===== config.mk =====
export PLATFORM = sky130hd
export DESIGN_NAME = bpa_ctrl
export DESIGN_NICKNAME = d
export VERILOG_FILES = /design/src/hdl/buddy_page_allocator_assert.svh /design/src/hdl/bpa_pkg.sv /design/src/hdl/bpa_ctrl.sv
export SDC_FILE = /design/constraint.sdc
export NUM_CORES = 1
export LEC_CHECK = 0
export BUFFER_PORTS_ARGS = -buffer_cell sky130_fd_sc_hd__buf_2
export CAP_MARGIN = 0
export CORE_MARGIN = 1.5
export CORE_UTILIZATION = 45
export DETAILED_ROUTE_END_ITERATION = 6
export PLACE_DENSITY = 0.75
export SLEW_MARGIN = 20
export SYNTH_ARGS = -nofsm -noshare
export SYNTH_HDL_FRONTEND = slang
export SYNTH_SLANG_ARGS = --single-unit

===== constraint.sdc =====
create_clock -name i_clk -period 2.7 [get_ports i_clk]
set_input_delay 0.135 -clock i_clk [delete_from_list [all_inputs] [get_ports i_clk]]
set_output_delay 0.135 -clock i_clk [all_outputs]
set_load 0.02 [all_outputs]

===== src/hdl/buddy_page_allocator_assert.svh =====
// ----------------------------------------------------------------------------
// buddy page allocator assertion macros
// property wrappers that fall away when SYNTH is defined
// ----------------------------------------------------------------------------
`ifndef BUDDY_PAGE_ALLOCATOR_ASSERT_SVH
`define BUDDY_PAGE_ALLOCATOR_ASSERT_SVH
`ifndef SYNTH
// same-cycle implication
`define BPA_ASSERT_NOW(label, clk, rst_n, ante, cons) \
    label: assert property (@(posedge clk) disable iff (!rst_n) (ante) |-> (cons)) \
        else $error("assertion failed");
// next-cycle implication
`define BPA_ASSERT_NEXT(label, clk, rst_n, ante, cons) \
    label: assert property (@(posedge clk) disable iff (!rst_n) (ante) |=> (cons)) \
        else $error("assertion failed");
`else
`define BPA_ASSERT_NOW(label, clk, rst_n, ante, cons)
`define BPA_ASSERT_NEXT(label, clk, rst_n, ante, cons)
`endif
`endif


===== src/hdl/bpa_pkg.sv =====
// ----------------------------------------------------------------------------
// bpa_pkg
// shared constants, codes and types of the buddy page allocator
// ----------------------------------------------------------------------------
package bpa_pkg;

    localparam int NUM_PAGES = 32768;
    localparam int MAX_ORDER = 14;
    localparam int NUM_ORD   = MAX_ORDER + 1;
    localparam int PW        = 15;   // page index
    localparam int LW        = 16;   // link, holds null
    localparam int OW        = 4;    // order
    localparam int CW        = 16;   // free page count
    localparam logic [LW-1:0] NIL = LW'(NUM_PAGES);

    // byte address of the first_page register
    localparam logic [2:0] REG_FIRST_PAGE = 3'd0;

    typedef enum logic [1:0] {
        PS_UNUSED = 2'd0,
        PS_FREE   = 2'd1,
        PS_ALLOC  = 2'd2
    } t_pstate;

    typedef enum logic [1:0] {
        CMD_INIT  = 2'd0,
        CMD_ALLOC = 2'd1,
        CMD_FREE  = 2'd2,
        CMD_NONE  = 2'd3
    } t_cmd;

    typedef enum logic [2:0] {
        ST_OK        = 3'd0,
        ST_NO_BLOCK  = 3'd1,
        ST_BAD_ORDER = 3'd2,
        ST_RANGE     = 3'd3,
        ST_MISALIGN  = 3'd4,
        ST_NOT_ALLOC = 3'd5,
        ST_MISMATCH  = 3'd6
    } t_status;

    typedef enum logic [4:0] {
        S_RCLR, S_IDLE, S_ISTART, S_ICLR, S_CARVE, S_PUSH, S_PLINK,
        S_ACHK, S_ARD, S_U1, S_U2, S_SPLIT, S_FCHK, S_FCHK2,
        S_MRD, S_MCHK, S_DONE
    } t_state;

    typedef enum logic [4:0] {
        OP_NONE, OP_LOAD, OP_CLR_START, OP_CLR_STEP, OP_CARVE_SEL, OP_PUSH,
        OP_PUSH_LINK, OP_ALLOC_SEL, OP_READ_PG, OP_UNLINK1, OP_UNLINK2,
        OP_SPLIT, OP_ALLOC_FIN, OP_STATUS, OP_READ_IDX, OP_FREE_CLR,
        OP_MERGE_RD, OP_MERGE_PUSH
    } t_op;

    typedef struct packed {
        t_op     op;
        t_status code;
    } t_dp_cmd;

    typedef struct packed {
        t_cmd cmd;
        logic clr_last;
        logic carve_end;
        logic link_needed;
        logic req_bad;
        logic none_found;
        logic range_bad;
        logic misaligned;
        logic not_alloc;
        logic ord_mis;
        logic merge_stop;
        logic merge_ok;
        logic split_more;
    } t_dp_sts;

    // largest aligned block that fits from this page
    function automatic logic [OW-1:0] carve_order(input logic [LW-1:0] idx);
        logic [OW-1:0] r;
        logic [LW:0]   n;
        r = '0;
        for (int k = 1; k <= MAX_ORDER; k++) begin
            n = (LW+1)'(1) << k;
            if (((LW+1)'(idx) & (n - (LW+1)'(1))) == '0 &&
                (LW+1)'(idx) + n <= (LW+1)'(NUM_PAGES)) begin
                r = OW'(k);
            end
        end
        return r;
    endfunction

endpackage


===== src/hdl/bpa_ctrl.sv =====
// ----------------------------------------------------------------------------
// bpa_ctrl
// sequencer that steps the datapath through clear, carve, alloc and free
// ----------------------------------------------------------------------------
module bpa_ctrl (
    input  logic             i_clk,
    input  logic             i_rst_n,
    input  logic             start,
    input  logic [1:0]       i_cmd,
    input  bpa_pkg::t_dp_sts i_sts,
    output bpa_pkg::t_dp_cmd o_dp,
    output logic             busy,
    output logic             o_done
);

    bpa_pkg::t_state r_state, n_state;

    // state register, reset enters the clearing pass
    always_ff @(posedge i_clk) begin
        if (!i_rst_n) begin
            r_state <= bpa_pkg::S_RCLR;
        end else begin
            r_state <= n_state;
        end
    end

    // next state and datapath command
    always_comb begin
        n_state      = r_state;
        o_dp.op      = bpa_pkg::OP_NONE;
        o_dp.code    = bpa_pkg::ST_OK;
        case (r_state)
            bpa_pkg::S_RCLR: begin
                o_dp.op = bpa_pkg::OP_CLR_STEP;
                if (i_sts.clr_last) n_state = bpa_pkg::S_IDLE;
            end
            bpa_pkg::S_IDLE: begin
                if (start) begin
                    o_dp.op = bpa_pkg::OP_LOAD;
                    case (bpa_pkg::t_cmd'(i_cmd))
                        bpa_pkg::CMD_INIT:  n_state = bpa_pkg::S_ISTART;
                        bpa_pkg::CMD_ALLOC: n_state = bpa_pkg::S_ACHK;
                        bpa_pkg::CMD_FREE:  n_state = bpa_pkg::S_FCHK;
                        default:            n_state = bpa_pkg::S_DONE;
                    endcase
                end
            end
            bpa_pkg::S_ISTART: begin
                o_dp.op = bpa_pkg::OP_CLR_START;
                n_state = bpa_pkg::S_ICLR;
            end
            bpa_pkg::S_ICLR: begin
                o_dp.op = bpa_pkg::OP_CLR_STEP;
                if (i_sts.clr_last) n_state = bpa_pkg::S_CARVE;
            end
            bpa_pkg::S_CARVE: begin
                if (i_sts.carve_end) begin
                    n_state = bpa_pkg::S_DONE;
                end else begin
                    o_dp.op = bpa_pkg::OP_CARVE_SEL;
                    n_state = bpa_pkg::S_PUSH;
                end
            end
            bpa_pkg::S_PUSH: begin
                o_dp.op = bpa_pkg::OP_PUSH;
                n_state = bpa_pkg::S_PLINK;
            end
            bpa_pkg::S_PLINK: begin
                if (i_sts.link_needed) o_dp.op = bpa_pkg::OP_PUSH_LINK;
                case (i_sts.cmd)
                    bpa_pkg::CMD_INIT:  n_state = bpa_pkg::S_CARVE;
                    bpa_pkg::CMD_ALLOC: n_state = bpa_pkg::S_SPLIT;
                    default:            n_state = bpa_pkg::S_DONE;
                endcase
            end
            // allocate: check the order, then pick the lowest non-empty list at or above it
            bpa_pkg::S_ACHK: begin
                if (i_sts.req_bad) begin
                    o_dp.op   = bpa_pkg::OP_STATUS;
                    o_dp.code = bpa_pkg::ST_BAD_ORDER;
                    n_state   = bpa_pkg::S_DONE;
                end else if (i_sts.none_found) begin
                    o_dp.op   = bpa_pkg::OP_STATUS;
                    o_dp.code = bpa_pkg::ST_NO_BLOCK;
                    n_state   = bpa_pkg::S_DONE;
                end else begin
                    o_dp.op = bpa_pkg::OP_ALLOC_SEL;
                    n_state = bpa_pkg::S_ARD;
                end
            end
            bpa_pkg::S_ARD: begin
                o_dp.op = bpa_pkg::OP_READ_PG;
                n_state = bpa_pkg::S_U1;
            end
            bpa_pkg::S_U1: begin
                o_dp.op = bpa_pkg::OP_UNLINK1;
                n_state = bpa_pkg::S_U2;
            end
            bpa_pkg::S_U2: begin
                o_dp.op = bpa_pkg::OP_UNLINK2;
                if (i_sts.cmd == bpa_pkg::CMD_ALLOC) n_state = bpa_pkg::S_SPLIT;
                else                                 n_state = bpa_pkg::S_MRD;
            end
            bpa_pkg::S_SPLIT: begin
                if (i_sts.split_more) begin
                    o_dp.op = bpa_pkg::OP_SPLIT;
                    n_state = bpa_pkg::S_PUSH;
                end else begin
                    o_dp.op = bpa_pkg::OP_ALLOC_FIN;
                    n_state = bpa_pkg::S_DONE;
                end
            end
            // free: static checks, then record checks
            bpa_pkg::S_FCHK: begin
                if (i_sts.req_bad) begin
                    o_dp.op   = bpa_pkg::OP_STATUS;
                    o_dp.code = bpa_pkg::ST_BAD_ORDER;
                    n_state   = bpa_pkg::S_DONE;
                end else if (i_sts.range_bad) begin
                    o_dp.op   = bpa_pkg::OP_STATUS;
                    o_dp.code = bpa_pkg::ST_RANGE;
                    n_state   = bpa_pkg::S_DONE;
                end else if (i_sts.misaligned) begin
                    o_dp.op   = bpa_pkg::OP_STATUS;
                    o_dp.code = bpa_pkg::ST_MISALIGN;
                    n_state   = bpa_pkg::S_DONE;
                end else begin
                    o_dp.op = bpa_pkg::OP_READ_IDX;
                    n_state = bpa_pkg::S_FCHK2;
                end
            end
            bpa_pkg::S_FCHK2: begin
                if (i_sts.not_alloc) begin
                    o_dp.op   = bpa_pkg::OP_STATUS;
                    o_dp.code = bpa_pkg::ST_NOT_ALLOC;
                    n_state   = bpa_pkg::S_DONE;
                end else if (i_sts.ord_mis) begin
                    o_dp.op   = bpa_pkg::OP_STATUS;
                    o_dp.code = bpa_pkg::ST_MISMATCH;
                    n_state   = bpa_pkg::S_DONE;
                end else begin
                    o_dp.op = bpa_pkg::OP_FREE_CLR;
                    n_state = bpa_pkg::S_MRD;
                end
            end
            // merge loop, one buddy per pass
            bpa_pkg::S_MRD: begin
                if (i_sts.merge_stop) begin
                    o_dp.op = bpa_pkg::OP_MERGE_PUSH;
                    n_state = bpa_pkg::S_PUSH;
                end else begin
                    o_dp.op = bpa_pkg::OP_MERGE_RD;
                    n_state = bpa_pkg::S_MCHK;
                end
            end
            bpa_pkg::S_MCHK: begin
                if (i_sts.merge_ok) begin
                    n_state = bpa_pkg::S_U1;
                end else begin
                    o_dp.op = bpa_pkg::OP_MERGE_PUSH;
                    n_state = bpa_pkg::S_PUSH;
                end
            end
            bpa_pkg::S_DONE: begin
                n_state = bpa_pkg::S_IDLE;
            end
            default: begin
                n_state = bpa_pkg::S_IDLE;
            end
        endcase
    end

    assign busy   = (r_state != bpa_pkg::S_IDLE);
    assign o_done = (r_state == bpa_pkg::S_DONE);

endmodule


==> metrics, run 1 <==
Routed Antenna Nets 0; Req. time, crit path 2570 ps; Die Y 47.40 um; max reg flops 5; overall routing resource usage 23.33%; top-area cell type share of the netlist area 11.28%; Final Wtd Congestion 0.9540; initial antenna violation count 0; Seq pwr share 28.5%; std cell rows 15; setup TNS 0 ps; Die Width 47.40 um; CP Class flop to output pin; final setup violation count 0; core area 1783 um2; netlist area before placement 887.1 um2; DRC violations left 0; net load switching power 0.0001254 W; Post-Synthesis Cells 129; pwr dens 305.4 nW/um2; root buffer cell clkbuf_4; period utilization 84.13%; Worst Path Max Fanout 24; # Post-CTS Setup Buffers 0; Ports 29; Layout Nets 176; drt first pass iters 5; worst-margin pin slew 724.2 ps; total grt overflow 0; Area growth, synth to finish 16.08%; clock network fraction of total power 28.1%; Clock Skews 2.642 ps; unrepaired setup endpoints after global routing false; fin worst setup slack 428.5 ps; Hold Path Class input port to flop; Pins Over Slew Limit 0; combinational share of power 43.4%; CTS-repair resized insts 0; Pint 0.0001891 W; WL/cell 13.72 um; first-pass GRT wire length 3767 um; Synth area leader dfxtp_1; register bit count reported by yosys 5; crit path to o_dp[4]; sequential area share after synthesis 11.28%; CTS tree yes; VDD IR max 0.2885 mV; Design Area, Final 1030 um2; Post-Route WL 2428 um; leakage 0.4051 nW; CTS HTree Levels 1; fin util 57.75%; RR Endpoint r_state[4]; Detailed Place HPWL 1871 um; Via Count 1067; Min Hold Slack 165.2 ps; R2R Setup Slk 860 ps; drt first-iter violations 45; min cycle time layout 2272 ps; Rel. slew slack 51.65%; Initial Util 49.75%; largest cells by area after synthesis dfxtp_1, a21oi_1, ha_1, nor2_1, nand2b_1; Worst-Skew Late Latency 240 ps; count leader, synth nor2_1; hold buffer count at CTS 0; Reg2Reg Depth 4; worst r2r src r_state[1]; Synth Warn # 0; ys flop type dfxtp_1; Largest regs r_state: 5 flops; crit start category flop; largest net degree at the start of global routing 25; largest reg by FF count r_state; vias in the first global route 887; syn nets 152; worst setup path start r_state[1]; Clk pin slew, worst setup/hold paths 50 ps; share of cells above drive strength 1 24.34%; synth unique cells 44; status finished, final reports clean; setup slack at placement 693.6 ps; CTS Buffer Depth 2; Die ar. 2247 um2; Avg Cell Area, Syn 6.877 um2; final hold violation count 0; Max Fclk 0.4402 GHz; Critical Path End Type output pin; diode count 0; Max-Cap Viols 0; Filler Cell Count 179; IO Port Bufs 28; worst path arrival time 2140 ps; CTS Buf Count 3; TritonCTS Sinks 5; dpl cell area 1003 um2; synth cell count leaders nor2_1, a21oi_1, nand2_1, inv_1, nand2b_1; number of synthesized flops with an enable pin 0; sw frac 39.87%; async set-reset flop share out of synthesis 0%; Vias/cell 6.028
area by class of cell:
cell class / count / area, um2 / share of cell area [%]
multi-input combinational: 107 / 698.2 / 67.80
timing repair buffer: 29 / 147.6 / 14.34
sequential: 5 / 100.1 / 9.721
tap: 25 / 31.28 / 3.038
clock buffer: 4 / 26.28 / 2.552
inverter: 7 / 26.28 / 2.552
per-stage QoR:
| stage | std cells | total power (W) |
|---|---|---|
| after floorplan | 129 | 0.0001801 |
| after global placement | 173 | 0.0002232 |
| after detailed placement | 173 | 0.0002255 |
| after CTS | 177 | 0.0003148 |
| after global routing | 177 | 0.0003348 |
| final | 177 | 0.0003145 |
worst min path at each step:
stage | startpoint | to | slack (ps) | depth (start not counted)
finish | i_rst_n | r_state[0] | 170 | 3
global placement | i_rst_n | r_state[0] | 410 | 3
global route | i_rst_n | r_state[0] | 160 | 3
detailed placement | i_rst_n | r_state[0] | 420 | 3
CTS | i_rst_n | r_state[0] | 170 | 3
floorplan | i_rst_n | r_state[0] | 260 | 2
logic make-up (layout without fill, tap and decap cells):
kind of cell	count (synthesis)	after routing	share of synthesized area, %
mux	3	3	3.385
buf+inv	17	40	10.01
simple gates	54	54	32.58
flops	5	5	11.28
compound gates	46	46	37.10
fa+ha+maj	4	4	5.642
worst max-delay path, cell delays in order, from the launching register on:
cell	delay [ps]
dfxtp_1	780
nor2b_1	160
and3_1	290
a22oi_1	190
o31a_1	190
o211ai_1	100
buf_2	190
power groups by stage:
stage          Sequential [W]  Combinational (W)  Clock (W)
2_1_floorplan       0.0000829          0.0000973          0
3_3_place_gp        0.0000900           0.000133          0
3_5_place_dp        0.0000903           0.000135          0
4_1_cts             0.0000890           0.000136  0.0000897
5_1_grt             0.0000902           0.000148  0.0000967
6_report            0.0000895           0.000136  0.0000885
placed cells by master (no fill, tap or decap), types with 2 or more instances in the layout:
cell / n
nand2b_1: 6
a21boi_0: 2
o211ai_1: 2
clkbuf_4: 3
o32ai_1: 2
nor2b_1: 3
nor2_1: 13
a32oi_1: 2
a21oi_1: 12
nand2_1: 8
dfxtp_1: 5
a2bb2oi_1: 2
mux2i_1: 3
o21ai_0: 5
nand4_1: 4
nand3_1: 5
buf_2: 28
a22oi_1: 3
ha_1: 4
o21ai_1: 4
a31oi_1: 3
nor4b_1: 2
nor3_1: 5
inv_1: 6
layer usage:
metal | vias to the layer above | track usage [%] | wire [um] | part of all wire [%]
li1 | 528 | - | - | -
met1 | 488 | 30.00 | 1092 | 45
met2 | 49 | 41.62 | 1176 | 48
met3 | 2 | 4.615 | 139 | 5.7
met4 | 0 | 1.667 | 19 | 0.78
met5 | - | 0 | 0 | 0
No activity file was read; power rests on OpenSTA's default activity.
==> run 2: changes to the inputs <==
==> constraint.sdc (replaced) <==
create_clock -name i_clk -period 2.2 [get_ports i_clk]
set_input_delay 0.11 -clock i_clk [delete_from_list [all_inputs] [get_ports i_clk]]
set_output_delay 0.11 -clock i_clk [all_outputs]
set_load 0.02 [all_outputs]
==> run 2 against run 1 <==
Global-route usage is 1.6 points higher. Combinational power rose by 29%. Clock skew up 1.4 ps. Clock-buffer cell count did not move. Final cell count grew 2.8%. Largest power group unchanged.
==> metrics, run 2 (same netlist as run 1, synthesis figures left out) <==
critical path cell sequence nor2b_1, and3_1, a22oi_1, o31a_1, o211ai_1, buf_2; met1 Track Usage GR 29.77%; overall routing resource usage 24.88%; met3 GRT Util 6.154%; RR Endpoint r_state[4]; Die ar. 2247 um2; met2 Use GR 44.05%; Hold EP r_state[0]; Final Wtd Congestion 0.9946; final setup violation count 0; Detailed Place HPWL 2069 um; CTS Buffer Depth 2; Req. time, crit path 2090 ps; Routed Antenna Nets 0; DRC violations left 0; # Post-CTS Setup Buffers 0; Hold Path Cell Cnt 3; core area 1783 um2; Die Y 47.40 um; Die Width 47.40 um; Layout Nets 181; most common cell after layout, fill and taps aside buf_2; Initial Util 49.75%; VDD IR max 0.2817 mV; CTS Buf Count 3; worst-margin pin slew 564.1 ps; setup TNS 0 ps; Worst-Skew Late Latency 240 ps; vias in the first global route 1003; Critical Path End Type output pin; Hold Path Class input port to flop; Via Count 1153; Worst Path Max Fanout 18; drt first-iter violations 48; GRT busiest layer met2; CP Class flop to output pin; drt first pass iters 4; hold buffer count at CTS 0; CTS-repair resized insts 0; total power draw 0.0003885 W; unrepaired setup endpoints after global routing false; Clock Skews 4.080 ps; IO Port Bufs 28; diode count 0; CTS HTree Levels 1; Post-Route WL 2626 um; share of cells above drive strength 1 26.75%; largest net degree at the start of global routing 19; Ports 29; worst path arrival time 1950 ps; total grt overflow 0; most frequent cells in the layout buf_2, nor2_1, a21oi_1; start point of the worst min-delay path i_rst_n; Max Fclk 0.4852 GHz; Largest regs r_state: 5 flops; initial antenna violation count 0; CP max-delay cell dfxtp_1; Area growth, synth to finish 20.31%; WL/cell 14.43 um; first-pass GRT wire length 4077 um; root buffer cell clkbuf_4; Clk pin slew, worst setup/hold paths 40 ps; period utilization 93.67%; final hold violation count 0; CP bufs+invs 1; Pins Over Slew Limit 0; status finished, final reports clean; TritonCTS Sinks 5; std cell rows 15; Rel. slew slack 62.34%; leakage 0.4324 nW; worst r2r src r_state[1]; pwr dens 364.1 nW/um2; Max stage delay on crit path 660 ps; CTS tree yes; Max-Cap Viols 0; CP top delay family flip-flops; largest reg by FF count r_state; R2R Setup Slk 330 ps; min cycle time layout 2061 ps; Vias/cell 6.335; crit start category flop; max reg flops 5; Reg2Reg Depth 6
## run 2: cell types whose count changed in the layout (fill, tap and decap cells not counted), sizes merged
cell,delta
buf,+5
## run 2: worst max-delay path by stage
stage	start	cells after the start	to
3_3_place_gp	r_state[1]	6	o_dp[4]
4_1_cts	r_state[1]	6	o_dp[4]
2_1_floorplan	r_state[1]	5	o_dp[3]
5_1_grt	r_state[3]	7	o_dp[5]
3_5_place_dp	r_state[1]	6	r_state[4]
6_report	r_state[1]	6	o_dp[4]
## run 2: cell type report
type | instances | area [um2]
fill | 173 | 715.7
multi-input combinational | 107 | 698.2
timing repair buffer | 34 | 185.2
sequential | 5 | 100.1
tap | 25 | 31.28
clock buffer | 4 | 26.28
inverter | 7 | 26.28
## run 2: routing by layer
metal	vias up	wire length (um)
met1	531	1057
met4	0	57
met2	76	1282
met5	-	0
met3	8	228
li1	538	-
## run 2: where the power goes
part / switching, W / internal (W) / leakage (nW)
sequential: 0.0000120 / 0.0000953 / 0.0406
clock: 0.0000374 / 0.0000686 / 0.0150
combinational: 0.000105 / 0.0000703 / 0.377
total: 0.000154 / 0.000234 / 0.432
## run 2: stage by stage
stage / area (um2) / hold WS (ps) / util [%] / setup slack, ps / std cells
global route: 1067 / 164.0 / 59.86 / 13.85 / 182
detailed placement: 1041 / 397.9 / 58.39 / 396.5 / 178
floorplan: 887.1 / 232.9 / - / 689.7 / 129
global placement: 1041 / 384.8 / 58.39 / 463.9 / 178
finish: 1067 / 148.4 / 59.86 / 139.2 / 182
CTS: 1067 / 143.3 / 59.86 / 157.0 / 182
## run 2: worst register-to-register path: stages, from the launching register on
cell and delay (ps):
dfxtp_1 660, buf_4 250, or2_1 100, o21ai_1 60, a21oi_1 310, o311ai_4 200
a41oi_2 200
==> run 3: changes to the inputs <==
--- a/config.mk
+++ b/config.mk
@@ -8,10 +8,10 @@
 export BUFFER_PORTS_ARGS = -buffer_cell sky130_fd_sc_hd__buf_2
 export CAP_MARGIN = 0
 export CORE_MARGIN = 1.5
-export CORE_UTILIZATION = 45
+export CORE_UTILIZATION = 40
 export DETAILED_ROUTE_END_ITERATION = 6
-export PLACE_DENSITY = 0.75
-export SLEW_MARGIN = 20
+export PLACE_DENSITY = 0.68
+export SLEW_MARGIN = 10
 export SYNTH_ARGS = -nofsm -noshare
 export SYNTH_HDL_FRONTEND = slang
 export SYNTH_SLANG_ARGS = --single-unit
==> run 3 against run 2 <==
Hold slack gained 1.1 ps. Largest cell class unchanged. Sequential share of layout area grew 0.19 points. Setup slack better by 82 ps. Critical endpoint unchanged. First-iteration DRC count up 15%.
==> metrics, run 3 (same netlist as run 1, synthesis figures left out) <==
status finished, final reports clean; CTS HTree Levels 1; most frequent cells in the layout buf_2, nor2_1, a21oi_1; CTS Buffer Depth 2; final hold violation count 0; CP Class flop to output pin; Via Count 1104; combinational share of power 44.1%; Initial Util 43.87%; Final Wtd Congestion 0.9221; area of the multi-input gates 698.2 um2; WL/cell 14.63 um; TritonCTS Sinks 5; largest reg by FF count r_state; IO Port Bufs 28; drt first-iter violations 55; period utilization 89.93%; Routed Antenna Nets 0; overall routing resource usage 22.64%; CTS-repair resized insts 0; Hold Path Class input port to flop; # Post-CTS Setup Buffers 0; crit start category flop; first-pass GRT wire length 4464 um; Largest regs r_state: 5 flops; Filler Cell Count 210; final setup violation count 0; setup TNS 0 ps; sw frac 40.40%; total grt overflow 0; Pint 0.0002346 W; Die Y 50.10 um; initial antenna violation count 0; Seq pwr share 27.9%; Area growth, synth to finish 20.87%; Post-Route WL 2692 um; worst path arrival time 1870 ps; clock network fraction of total power 28.0%; VDD IR max 0.2666 mV; Clock Skews 0.2347 ps; core area 2022 um2; Rel. slew slack 63.53%; Critical Path End Type output pin; CTS tree yes; most common cell after layout, fill and taps aside buf_2; Worst Path Max Fanout 10; drt first pass iters 4; Ports 29; Layout Nets 181; min cycle time layout 1978 ps; unrepaired setup endpoints after global routing false; DRC violations left 0; Worst-Skew Late Latency 240 ps; Req. time, crit path 2090 ps; root buffer cell clkbuf_4; Max-Cap Viols 0; Die ar. 2510 um2; Clk pin slew, worst setup/hold paths 50 ps; hold buffer count at CTS 0; Pins Over Slew Limit 0; Detailed Place HPWL 2084 um; diode count 0; Max Fclk 0.5054 GHz; net load switching power 0.0001590 W; leakage 0.4334 nW; share of cells above drive strength 1 28.03%; total power draw 0.0003937 W; std cell rows 16; worst-margin pin slew 546.3 ps; Sequential cell area 102.6 um2; Die Width 50.10 um; CTS Buf Count 3; pwr dens 367.1 nW/um2; vias in the first global route 1053; largest net degree at the start of global routing 16; Vias/cell 6.000; max reg flops 5
run 3: cell count changes in the layout (fill, tap and decap cells not counted):
cell | previous run | this run
dfxtp_2 | 0 | 2
dfxtp_1 | 5 | 3
run 3: final timing paths:
check / cells after the start / from / to / slack [ps]
hold / removal: 3 / i_rst_n / r_state[0] / 150
setup / recovery: 6 / r_state[0] / o_dp[4] / 220
hold reg to reg: 2 / r_state[1] / r_state[1] / 580
setup reg to reg: 4 / r_state[3] / r_state[4] / 540
run 3: area by class of cell:
cell class / instances / area share [%]
multi-input combinational: 107 / 65.11
timing repair buffer: 34 / 17.27
sequential: 5 / 9.568
tap: 27 / 3.151
clock buffer: 4 / 2.450
inverter: 7 / 2.450
run 3: power by group through the flow:
stage / clock (W) / sequential, W / combinational, W
after global routing: 0.000125 / 0.000111 / 0.000190
final: 0.000110 / 0.000110 / 0.000174
after floorplan: 0 / 0.000102 / 0.000119
after CTS: 0.000113 / 0.000109 / 0.000173
after detailed placement: 0 / 0.000111 / 0.000172
after global placement: 0 / 0.000110 / 0.000169
run 3: metal layers:
| metal | vias to the layer above | GRT usage (%) | wire length, um |
|---|---|---|---|
| met5 | - | 0 | 0 |
| met1 | 510 | 28.02 | 1211 |
| li1 | 541 | - | - |
| met4 | 0 | 4.630 | 24 |
| met3 | 2 | 4.545 | 160 |
| met2 | 51 | 39.91 | 1295 |
run 3: per-stage QoR:
| stage | worst slack (ps) | hold WS [ps] | cells | cell area (um2) | utilization (%) |
|---|---|---|---|---|---|
| finish | 221.6 | 149.5 | 184 | 1072 | 53.03 |
| global route | 63.23 | 155.9 | 184 | 1072 | 53.03 |
| CTS | 170.4 | 143.0 | 184 | 1070 | 52.91 |
| detailed placement | 444.0 | 399.5 | 180 | 1044 | 51.61 |
| global placement | 515.3 | 396.6 | 180 | 1044 | 51.61 |
| floorplan | 689.7 | 232.9 | 129 | 887.1 | - |
run 3: critical path, stage by stage (launching register included):
cell and delay [ps]:
dfxtp_1 550, nor2_1 150, and3_1 270, a22oi_1 200, o31a_1 180, o211ai_1 80
buf_2 170
